$ cat src/design/ldfs_pkg.sv
// shared types and constants for the led driver frame serializer
`timescale 1ns / 1ps

package ldfs_pkg;

    // line symbol codes
    localparam logic [1:0] SYM_ZERO = 2'd0;
    localparam logic [1:0] SYM_ONE  = 2'd1;
    localparam logic [1:0] SYM_GAP  = 2'd2;

    // configuration register indexes
    localparam logic CFG_WIDE_SAMPLES = 1'b0;
    localparam logic CFG_GRAY_CLOCK   = 1'b1;

    // default group size
    localparam int CHANNELS_PER_LED_DEFAULT = 3;

    // word field widths
    localparam int VALUE_W    = 16;
    localparam int LEN_W      = 10;
    localparam int CLK_SEL_W  = 2;
    localparam int BITS_W     = 12;
    localparam int POS_W      = 2;
    localparam int CFG_DATA_W = 2;

    // descriptor queue depth between front and back
    localparam int QUEUE_DEPTH = 2;

    // serializer step numbering: header bits, header gap, value bits, tail gap
    localparam int STEP_W = 6;
    localparam logic [STEP_W-1:0] STEP_HDR_LAST   = 6'd35;
    localparam logic [STEP_W-1:0] STEP_HDR_GAP    = 6'd36;
    localparam logic [STEP_W-1:0] STEP_VALUE_LAST = 6'd48;
    localparam logic [STEP_W-1:0] STEP_VALUE_FIRST = 6'd37;
    localparam logic [STEP_W-1:0] STEP_TAIL_GAP   = 6'd49;

    // one classified word waiting for the serializer
    typedef struct packed {
        logic                 hdr_en;
        logic [CLK_SEL_W-1:0] clk_sel;
        logic [LEN_W-1:0]     chain_len;
        logic [BITS_W-1:0]    bits;
        logic                 gap_after;
    } desc_t;

endpackage

$ cat src/design/ldfs_front.sv
// front end: accepts words, holds configuration, tracks channel position
`timescale 1ns / 1ps

module ldfs_front
    import ldfs_pkg::*;
#(
    parameter int CHANNELS_PER_LED = CHANNELS_PER_LED_DEFAULT
)
(
    input  logic                  clk,
    input  logic                  rst_n,
    input  logic                  push,
    input  logic [VALUE_W-1:0]    channel_value,
    input  logic                  frame_start,
    input  logic [LEN_W-1:0]      chain_length,
    input  logic                  cfg_write,
    input  logic                  cfg_index,
    input  logic [CFG_DATA_W-1:0] cfg_data,
    input  logic                  q_full,
    output logic                  q_write,
    output desc_t                 q_desc
);

    logic                 wide_samples_reg;
    logic [CLK_SEL_W-1:0] gray_clock_select_reg;
    logic [POS_W-1:0]     position_reg;
    logic [POS_W-1:0]     position_next;
    logic [POS_W-1:0]     pos_base;
    logic [POS_W:0]       pos_inc;
    logic                 gap;

    // configuration registers
    always_ff @(posedge clk or negedge rst_n)
    begin
        if (!rst_n)
        begin
            wide_samples_reg      <= 1'b0;
            gray_clock_select_reg <= '0;
        end
        else if (cfg_write)
        begin
            unique case (cfg_index)
                CFG_WIDE_SAMPLES: wide_samples_reg      <= cfg_data[0];
                CFG_GRAY_CLOCK:   gray_clock_select_reg <= cfg_data;
                default:          ;
            endcase
        end
    end

    // channel position within the led group
    always_comb
    begin
        pos_base      = frame_start ? '0 : position_reg;
        pos_inc       = {1'b0, pos_base} + {{POS_W{1'b0}}, 1'b1};
        gap           = (pos_inc >= (POS_W+1)'(CHANNELS_PER_LED));
        position_next = gap ? '0 : pos_inc[POS_W-1:0];
    end

    assign q_write = push && !q_full;

    always_ff @(posedge clk or negedge rst_n)
    begin
        if (!rst_n)
            position_reg <= '0;
        else if (q_write)
            position_reg <= position_next;
    end

    // classify the word into a descriptor
    always_comb
    begin
        q_desc.hdr_en    = frame_start;
        q_desc.clk_sel   = gray_clock_select_reg;
        q_desc.chain_len = chain_length;
        q_desc.bits      = wide_samples_reg ? channel_value[15:4]
                                            : {channel_value[7:0], 4'h0};
        q_desc.gap_after = gap;
    end

endmodule

$ cat src/design/ldfs_queue.sv
// short descriptor queue between front and back
`timescale 1ns / 1ps

module ldfs_queue
    import ldfs_pkg::*;
(
    input  logic  clk,
    input  logic  rst_n,
    input  logic  wr,
    input  desc_t wr_desc,
    input  logic  rd,
    output desc_t rd_desc,
    output logic  full,
    output logic  empty
);

    localparam int PTR_W = (QUEUE_DEPTH > 1) ? $clog2(QUEUE_DEPTH) : 1;
    localparam int CNT_W = $clog2(QUEUE_DEPTH + 1);

    desc_t            mem [QUEUE_DEPTH];
    logic [PTR_W-1:0] wr_ptr_reg;
    logic [PTR_W-1:0] rd_ptr_reg;
    logic [CNT_W-1:0] count_reg;
    logic             do_wr;
    logic             do_rd;

    assign full    = (count_reg == CNT_W'(QUEUE_DEPTH));
    assign empty   = (count_reg == '0);
    assign do_wr   = wr && !full;
    assign do_rd   = rd && !empty;
    assign rd_desc = mem[rd_ptr_reg];

    // storage
    always_ff @(posedge clk)
    begin
        if (do_wr)
            mem[wr_ptr_reg] <= wr_desc;
    end

    // pointers and fill count
    always_ff @(posedge clk or negedge rst_n)
    begin
        if (!rst_n)
        begin
            wr_ptr_reg <= '0;
            rd_ptr_reg <= '0;
            count_reg  <= '0;
        end
        else
        begin
            if (do_wr)
                wr_ptr_reg <= (wr_ptr_reg == PTR_W'(QUEUE_DEPTH - 1)) ? '0
                                                                        : wr_ptr_reg + 1'b1;
            if (do_rd)
                rd_ptr_reg <= (rd_ptr_reg == PTR_W'(QUEUE_DEPTH - 1)) ? '0
                                                                        : rd_ptr_reg + 1'b1;
            if (do_wr && !do_rd)
                count_reg <= count_reg + 1'b1;
            else if (do_rd && !do_wr)
                count_reg <= count_reg - 1'b1;
        end
    end

endmodule

$ cat src/design/ldfs_back.sv
// back end: steps a descriptor one symbol per clock, unless the output waits for pop
`timescale 1ns / 1ps

module ldfs_back
    import ldfs_pkg::*;
(
    input  logic       clk,
    input  logic       rst_n,
    input  logic       q_empty,
    input  desc_t      q_desc,
    output logic       q_read,
    input  logic       pop,
    output logic       empty,
    output logic [1:0] symbol,
    output logic       run_end
);

    logic              busy_reg;
    logic              busy_next;
    logic [STEP_W-1:0] step_reg;
    logic [STEP_W-1:0] step_next;
    desc_t             desc_reg;
    logic              out_valid_reg;
    logic              out_valid_next;
    logic [1:0]        symbol_reg;
    logic [1:0]        symbol_next;
    logic              run_end_reg;
    logic              run_end_next;

    logic [35:0]       header;
    logic [STEP_W-1:0] hdr_idx;
    logic [STEP_W-1:0] val_diff;
    logic [STEP_W-1:0] last_step;
    logic              advance;
    logic              at_last;

    // header and current symbol
    always_comb
    begin
        header    = {12'hFFF, 2'b00, desc_reg.clk_sel, 8'h00, 2'b00, desc_reg.chain_len};
        hdr_idx   = STEP_HDR_LAST - step_reg;
        val_diff  = STEP_VALUE_LAST - step_reg;
        last_step = desc_reg.gap_after ? STEP_TAIL_GAP : STEP_VALUE_LAST;
        at_last   = (step_reg == last_step);
        priority if (step_reg <= STEP_HDR_LAST)
            symbol_next = header[hdr_idx] ? SYM_ONE : SYM_ZERO;
        else if (step_reg == STEP_HDR_GAP)
            symbol_next = SYM_GAP;
        else if (step_reg <= STEP_VALUE_LAST)
            symbol_next = desc_reg.bits[val_diff[3:0]] ? SYM_ONE : SYM_ZERO;
        else
            symbol_next = SYM_GAP;
        run_end_next = at_last;
    end

    // step control and descriptor loading
    always_comb
    begin
        advance   = busy_reg && (!out_valid_reg || pop);
        q_read    = 1'b0;
        busy_next = busy_reg;
        step_next = step_reg;
        if (advance && !at_last)
            step_next = step_reg + 1'b1;
        else if (!busy_reg || advance)
        begin
            q_read    = !q_empty;
            busy_next = !q_empty;
            step_next = q_desc.hdr_en ? '0 : STEP_VALUE_FIRST;
        end
    end

    // output register valid
    always_comb
    begin
        if (advance)
            out_valid_next = 1'b1;
        else if (pop)
            out_valid_next = 1'b0;
        else
            out_valid_next = out_valid_reg;
    end

    always_ff @(posedge clk or negedge rst_n)
    begin
        if (!rst_n)
        begin
            busy_reg      <= 1'b0;
            step_reg      <= '0;
            out_valid_reg <= 1'b0;
        end
        else
        begin
            busy_reg      <= busy_next;
            step_reg      <= step_next;
            out_valid_reg <= out_valid_next;
        end
    end

    // payload registers
    always_ff @(posedge clk)
    begin
        if (q_read)
            desc_reg <= q_desc;
        if (advance)
        begin
            symbol_reg  <= symbol_next;
            run_end_reg <= run_end_next;
        end
    end

    assign empty   = !out_valid_reg;
    assign symbol  = symbol_reg;
    assign run_end = run_end_reg;

endmodule

$ cat src/design/led_driver_frame_serializer.sv
// top level of the single-wire led driver frame serializer
`timescale 1ns / 1ps

// Takes one colour channel value per word and produces line symbols (zero bit,
// one bit, gap) for a single-wire LED driver chain, one symbol per clock. A word
// with frame_start set is preceded by the 36-bit header and a gap; every value
// goes out as 12 bits MSB first, and a gap follows each group of
// CHANNELS_PER_LED channels. A plain word thus makes 12 or 13 symbols, a
// frame-start word 49 (50 with one channel per LED); the serializer in the back end
// emits one symbol per clock while the result side pops every cycle. A
// two-entry descriptor queue lets the front take the next word while the back
// is still sending, and the result register lets a finished symbol wait for pop.

module led_driver_frame_serializer
    import ldfs_pkg::*;
#(
    parameter int CHANNELS_PER_LED = CHANNELS_PER_LED_DEFAULT
)
(
    input  logic                  clk,
    input  logic                  rst_n,
    input  logic                  push,
    output logic                  full,
    input  logic [VALUE_W-1:0]    channel_value,
    input  logic                  frame_start,
    input  logic [LEN_W-1:0]      chain_length,
    output logic                  empty,
    input  logic                  pop,
    output logic [1:0]            symbol,
    output logic                  run_end,
    input  logic                  cfg_write,
    input  logic                  cfg_index,
    input  logic [CFG_DATA_W-1:0] cfg_data
);

    logic  q_write;
    logic  q_read;
    logic  q_empty;
    desc_t wr_desc;
    desc_t rd_desc;

    // word intake and classification
    ldfs_front #(
        .CHANNELS_PER_LED(CHANNELS_PER_LED)
    ) u_front (
        .clk           (clk),
        .rst_n         (rst_n),
        .push          (push),
        .channel_value (channel_value),
        .frame_start   (frame_start),
        .chain_length  (chain_length),
        .cfg_write     (cfg_write),
        .cfg_index     (cfg_index),
        .cfg_data      (cfg_data),
        .q_full        (full),
        .q_write       (q_write),
        .q_desc        (wr_desc)
    );

    // descriptor queue
    ldfs_queue u_queue (
        .clk     (clk),
        .rst_n   (rst_n),
        .wr      (q_write),
        .wr_desc (wr_desc),
        .rd      (q_read),
        .rd_desc (rd_desc),
        .full    (full),
        .empty   (q_empty)
    );

    // symbol serializer
    ldfs_back u_back (
        .clk     (clk),
        .rst_n   (rst_n),
        .q_empty (q_empty),
        .q_desc  (rd_desc),
        .q_read  (q_read),
        .pop     (pop),
        .empty   (empty),
        .symbol  (symbol),
        .run_end (run_end)
    );

endmodule

$ cat config.mk
export PLATFORM = sky130hd
export DESIGN_NAME = led_driver_frame_serializer
export DESIGN_NICKNAME = d
export VERILOG_FILES = /design/src/design/ldfs_pkg.sv /design/src/design/ldfs_front.sv /design/src/design/ldfs_queue.sv /design/src/design/ldfs_back.sv /design/src/design/led_driver_frame_serializer.sv
export SDC_FILE = /design/constraint.sdc
export NUM_CORES = 1
export LEC_CHECK = 0
export ABC_AREA = 1
export BUFFER_PORTS_ARGS = -buffer_cell sky130_fd_sc_hd__buf_4
export CORE_MARGIN = 5
export CORE_UTILIZATION = 45
export CTS_BUF_LIST = sky130_fd_sc_hd__clkbuf_16
export CTS_CLUSTER_DIAMETER = 40
export DETAILED_ROUTE_END_ITERATION = 16
export GPL_ROUTABILITY_DRIVEN = 0
export MAX_ROUTING_LAYER = met4
export SLEW_MARGIN = 20
export SYNTH_ARGS = -nofsm -noshare
export SYNTH_HDL_FRONTEND = slang
export SYNTH_HIERARCHICAL = 1
export SYNTH_SLANG_ARGS = --single-unit
$ cat constraint.sdc
create_clock -name clk -period 3.6 [get_ports clk]
set_input_delay 0.18 -clock clk [delete_from_list [all_inputs] [get_ports clk]]
set_output_delay 0.18 -clock clk [all_outputs]
set_load 0.01 [all_outputs]
==> run_results.csv <==
group,metric,value,unit
logic_synthesis,synthTopCellsByArea,"edfxtp_1, nand2_1, dfrtp_1",
min_path,whs_path_depth,1,
route,drc,0,
floorplan,die_h,109,µm
floorplan,coreArea,0.00973,mm²
clock_tree,cts.sinks,97,
grt,met3_usage,3.52,%
finish,largest_reg_flops,52,
setup_path,crit_type,"reg2reg",
timing,min_period,2.32,ns
timing,tns,0,ns
job,maxCapViolations,0,
power_and_ir_drop,vdd_drop_max,0.334,mV
logic_synthesis,synth-edff-count,80,
power_and_ir_drop,p_total,0.00390,W
logic_synthesis,async_reset_ff_share,17.5,%
route,viasPerCell,4.60,
route,vias,2760,
clock_tree,cts_tree,"done",
place,dp_hpwl,4900,µm
clock_tree,cts_buffer_depth,2,
logic_synthesis,netlist.area_leader.share,53.9,%
grt,overflow,0,
setup_path,path_max_fanout,18,
timing,setup_ws,1.28,ns
logic_synthesis,ys_seq_elements,97,
setup_path,critPathLaunchType,"flop",
grt,grt_util_met2,20.2,%
clock_tree,clock_latency,0.33,ns
place,io_buffers,39,
setup_path,worst-r2r-cell-count,12,
timing,max_slew_margin,57.8,%
timing,tightest_slew,0.632,ns
place,dpl-instance-area,0.00474,mm²
route,routed_wl,7090,µm
grt,track_usage,13.4,%
grt,grt_pass1_vias,2653,
timing,hold_viol_final,0,
route,ant_nets,0,
logic_synthesis,ys_warn_count,6,
min_path,hold_path_class,"in2reg",
finish,nets,504,
setup_path,crit_arrival,2.55,ns
clock_tree,post-cts-setup-buffers,0,
logic_synthesis,yosys-top-cells-count,"nand2_1, edfxtp_1, inv_1",
place,pre_cts_slack,1.29,ns
timing,fin_crit_sh,64.4,%
finish,synthToLayoutAreaGrowth,12.5,%
clock_tree,htree_levels,3,
clock_tree,cts-root-buf,"clkbuf_16",
setup_path,crit_path_end_kind,"flop",
power_and_ir_drop,leakagePower,2.26,nW
floorplan,rows,36,
grt,grt-busiest-layer,"met2",
timing,setup_viol,0,
logic_synthesis,ys_seq_area_share,63.5,%
grt,grt_max_degree,28,
route,wl_per_cell,11.8,µm
floorplan,dieArea,0.0120,mm²
grt,grt_use_met1,17.2,%
grt,grt_first_pass_wirelength,12100,µm
floorplan,initial_core_util,45.8,%
finish,diodes,0,
timing,rsz0062_at_grt,"no",
logic_synthesis,syn_nets,473,
logic_synthesis,syn_area_per_cell,10.3,µm²
finish,seqCellArea,0.00283,mm²
logic_synthesis,synth.most_common_cell,"nand2_1",
power_and_ir_drop,power.density,779,mW/mm²
finish,nFillCells,901,
clock_tree,clk_pin_slew,0.07,ns
timing,skew,0.00612,ns
status,outcome,"completed",
finish,multi_input_area,0.00120,mm²
floorplan,io-pin-count,40,
logic_synthesis,ys_types,35,
finish,finalInstanceArea,0.00501,mm²
clock_tree,cts_buffers,9,
grt,antenna_found_initial,0,
timing,whs,0.0289,ns
floorplan,die_x,109,µm
logic_synthesis,synthCells,431,
route,drtIter0Drc,106,
timing,fmax,431,MHz
logic_synthesis,synthFlopType,"edfxtp_1",
logic_synthesis,synth.largest_area_cell,"edfxtp_1",
route,first_pass_iters,4,
logic_synthesis,synth_area,0.00445,mm²
finish,drive_gt1_share,16.1,%
timing,finalMaxSlewViolations,0,
setup_path,critPathRequiredTime,3.83,ns
## kinds of logic after synthesis
logic type | share of synthesized area [%]
adders and majority gates | 1.97
xor gates and xnor gates | 0.983
and+or+nand+nor | 20.2
AOI/OAI and AO/OA | 3.76
buffers and inverters | 9.61
DFF | 63.5
## worst max-delay path, cell delays in order, from the launching register on
cell,delay (ns)
dfrtp_1,0.74
inv_6,0.16
nand2_4,0.11
nand3_4,0.07
o21ai_4,0.23
nand2_1,0.11
nor2_2,0.11
o21ai_1,0.10
ha_1,0.32
inv_1,0.08
nand3_1,0.08
nand2_1,0.06
nand2_1,0.04
## worst paths after layout
| check | slack (ns) | endpoint | from |
|---|---|---|---|
| hold / removal | 0.03 | u_queue/mem[1][20]$_DFFE_PP_ | chain_length[7] |
| max in group asynchronous | 3.14 | u_back/step_reg[0]$_DFFE_PN0P_ | rst_n |
| min in group asynchronous | 0.25 | u_queue/wr_ptr_reg$_DFFE_PN0P_ | rst_n |
| hold reg to reg | 0.47 | u_back/out_valid_reg$_DFFE_PN0P_ | u_back/busy_reg$_DFFE_PN0P_ |
| setup / recovery | 1.28 | u_queue/count_reg[1]$_DFFE_PN0P_ | u_back/step_reg[0]$_DFFE_PN0P_ |
| setup reg to reg | 1.28 | u_queue/count_reg[1]$_DFFE_PN0P_ | u_back/step_reg[0]$_DFFE_PN0P_ |
## area by class of cell
| type | count | share of cell area [%] |
|---|---|---|
| Clock buffer | 9 | 4.49 |
| Sequential cell | 97 | 56.4 |
| Inverter | 56 | 4.34 |
| Multi-Input combinational cell | 254 | 24.0 |
| Tap cell | 133 | 3.32 |
| Clock inverter | 7 | 0.774 |
| Timing Repair Buffer | 44 | 6.64 |
## power by group
group | total [W] | switching, W | internal (W)
Combinational | 0.00123 | 0.000795 | 0.000438
Sequential | 0.00183 | 0.000194 | 0.00163
Clock | 0.000845 | 0.000383 | 0.000462
Total | 0.00390 | 0.00137 | 0.00253
## repair_timing
action,in CTS,in global routing
endpoints found under the hold margin,17,0
hold buffers,1,0
resized for setup,0,0
## layout by cell type (no fill, tap or decap), drive strengths merged
cell	instances
nor2	20
xnor2	2
o211ai	1
ha	7
nand4	2
dfrtp	17
nor3	1
o22ai	2
xor2	3
or2	2
nand3b	2
dlygate4sd3	1
o31ai	1
inv	57
a21oi	5
and3	1
clkinv	6
buf	43
nand2	164
edfxtp	80
clkbuf	9
nand3	22
o21ai	19
## layer usage
metal / vias to the layer above / wire length (µm)
met5: - / 0
met4: 0 / 127
met3: 10 / 334
met2: 64 / 3270
met1: 1254 / 3360
li1: 1432 / -
## through the flow
step / utilization (%) / instances
2_1_floorplan: - / 431
3_3_place_gp: 48.7 / 583
3_5_place_dp: 48.7 / 583
4_1_cts: 51.5 / 600
5_1_grt: 51.5 / 600
6_report: 51.5 / 600
Note: power is estimated with default switching activity, not from simulation.
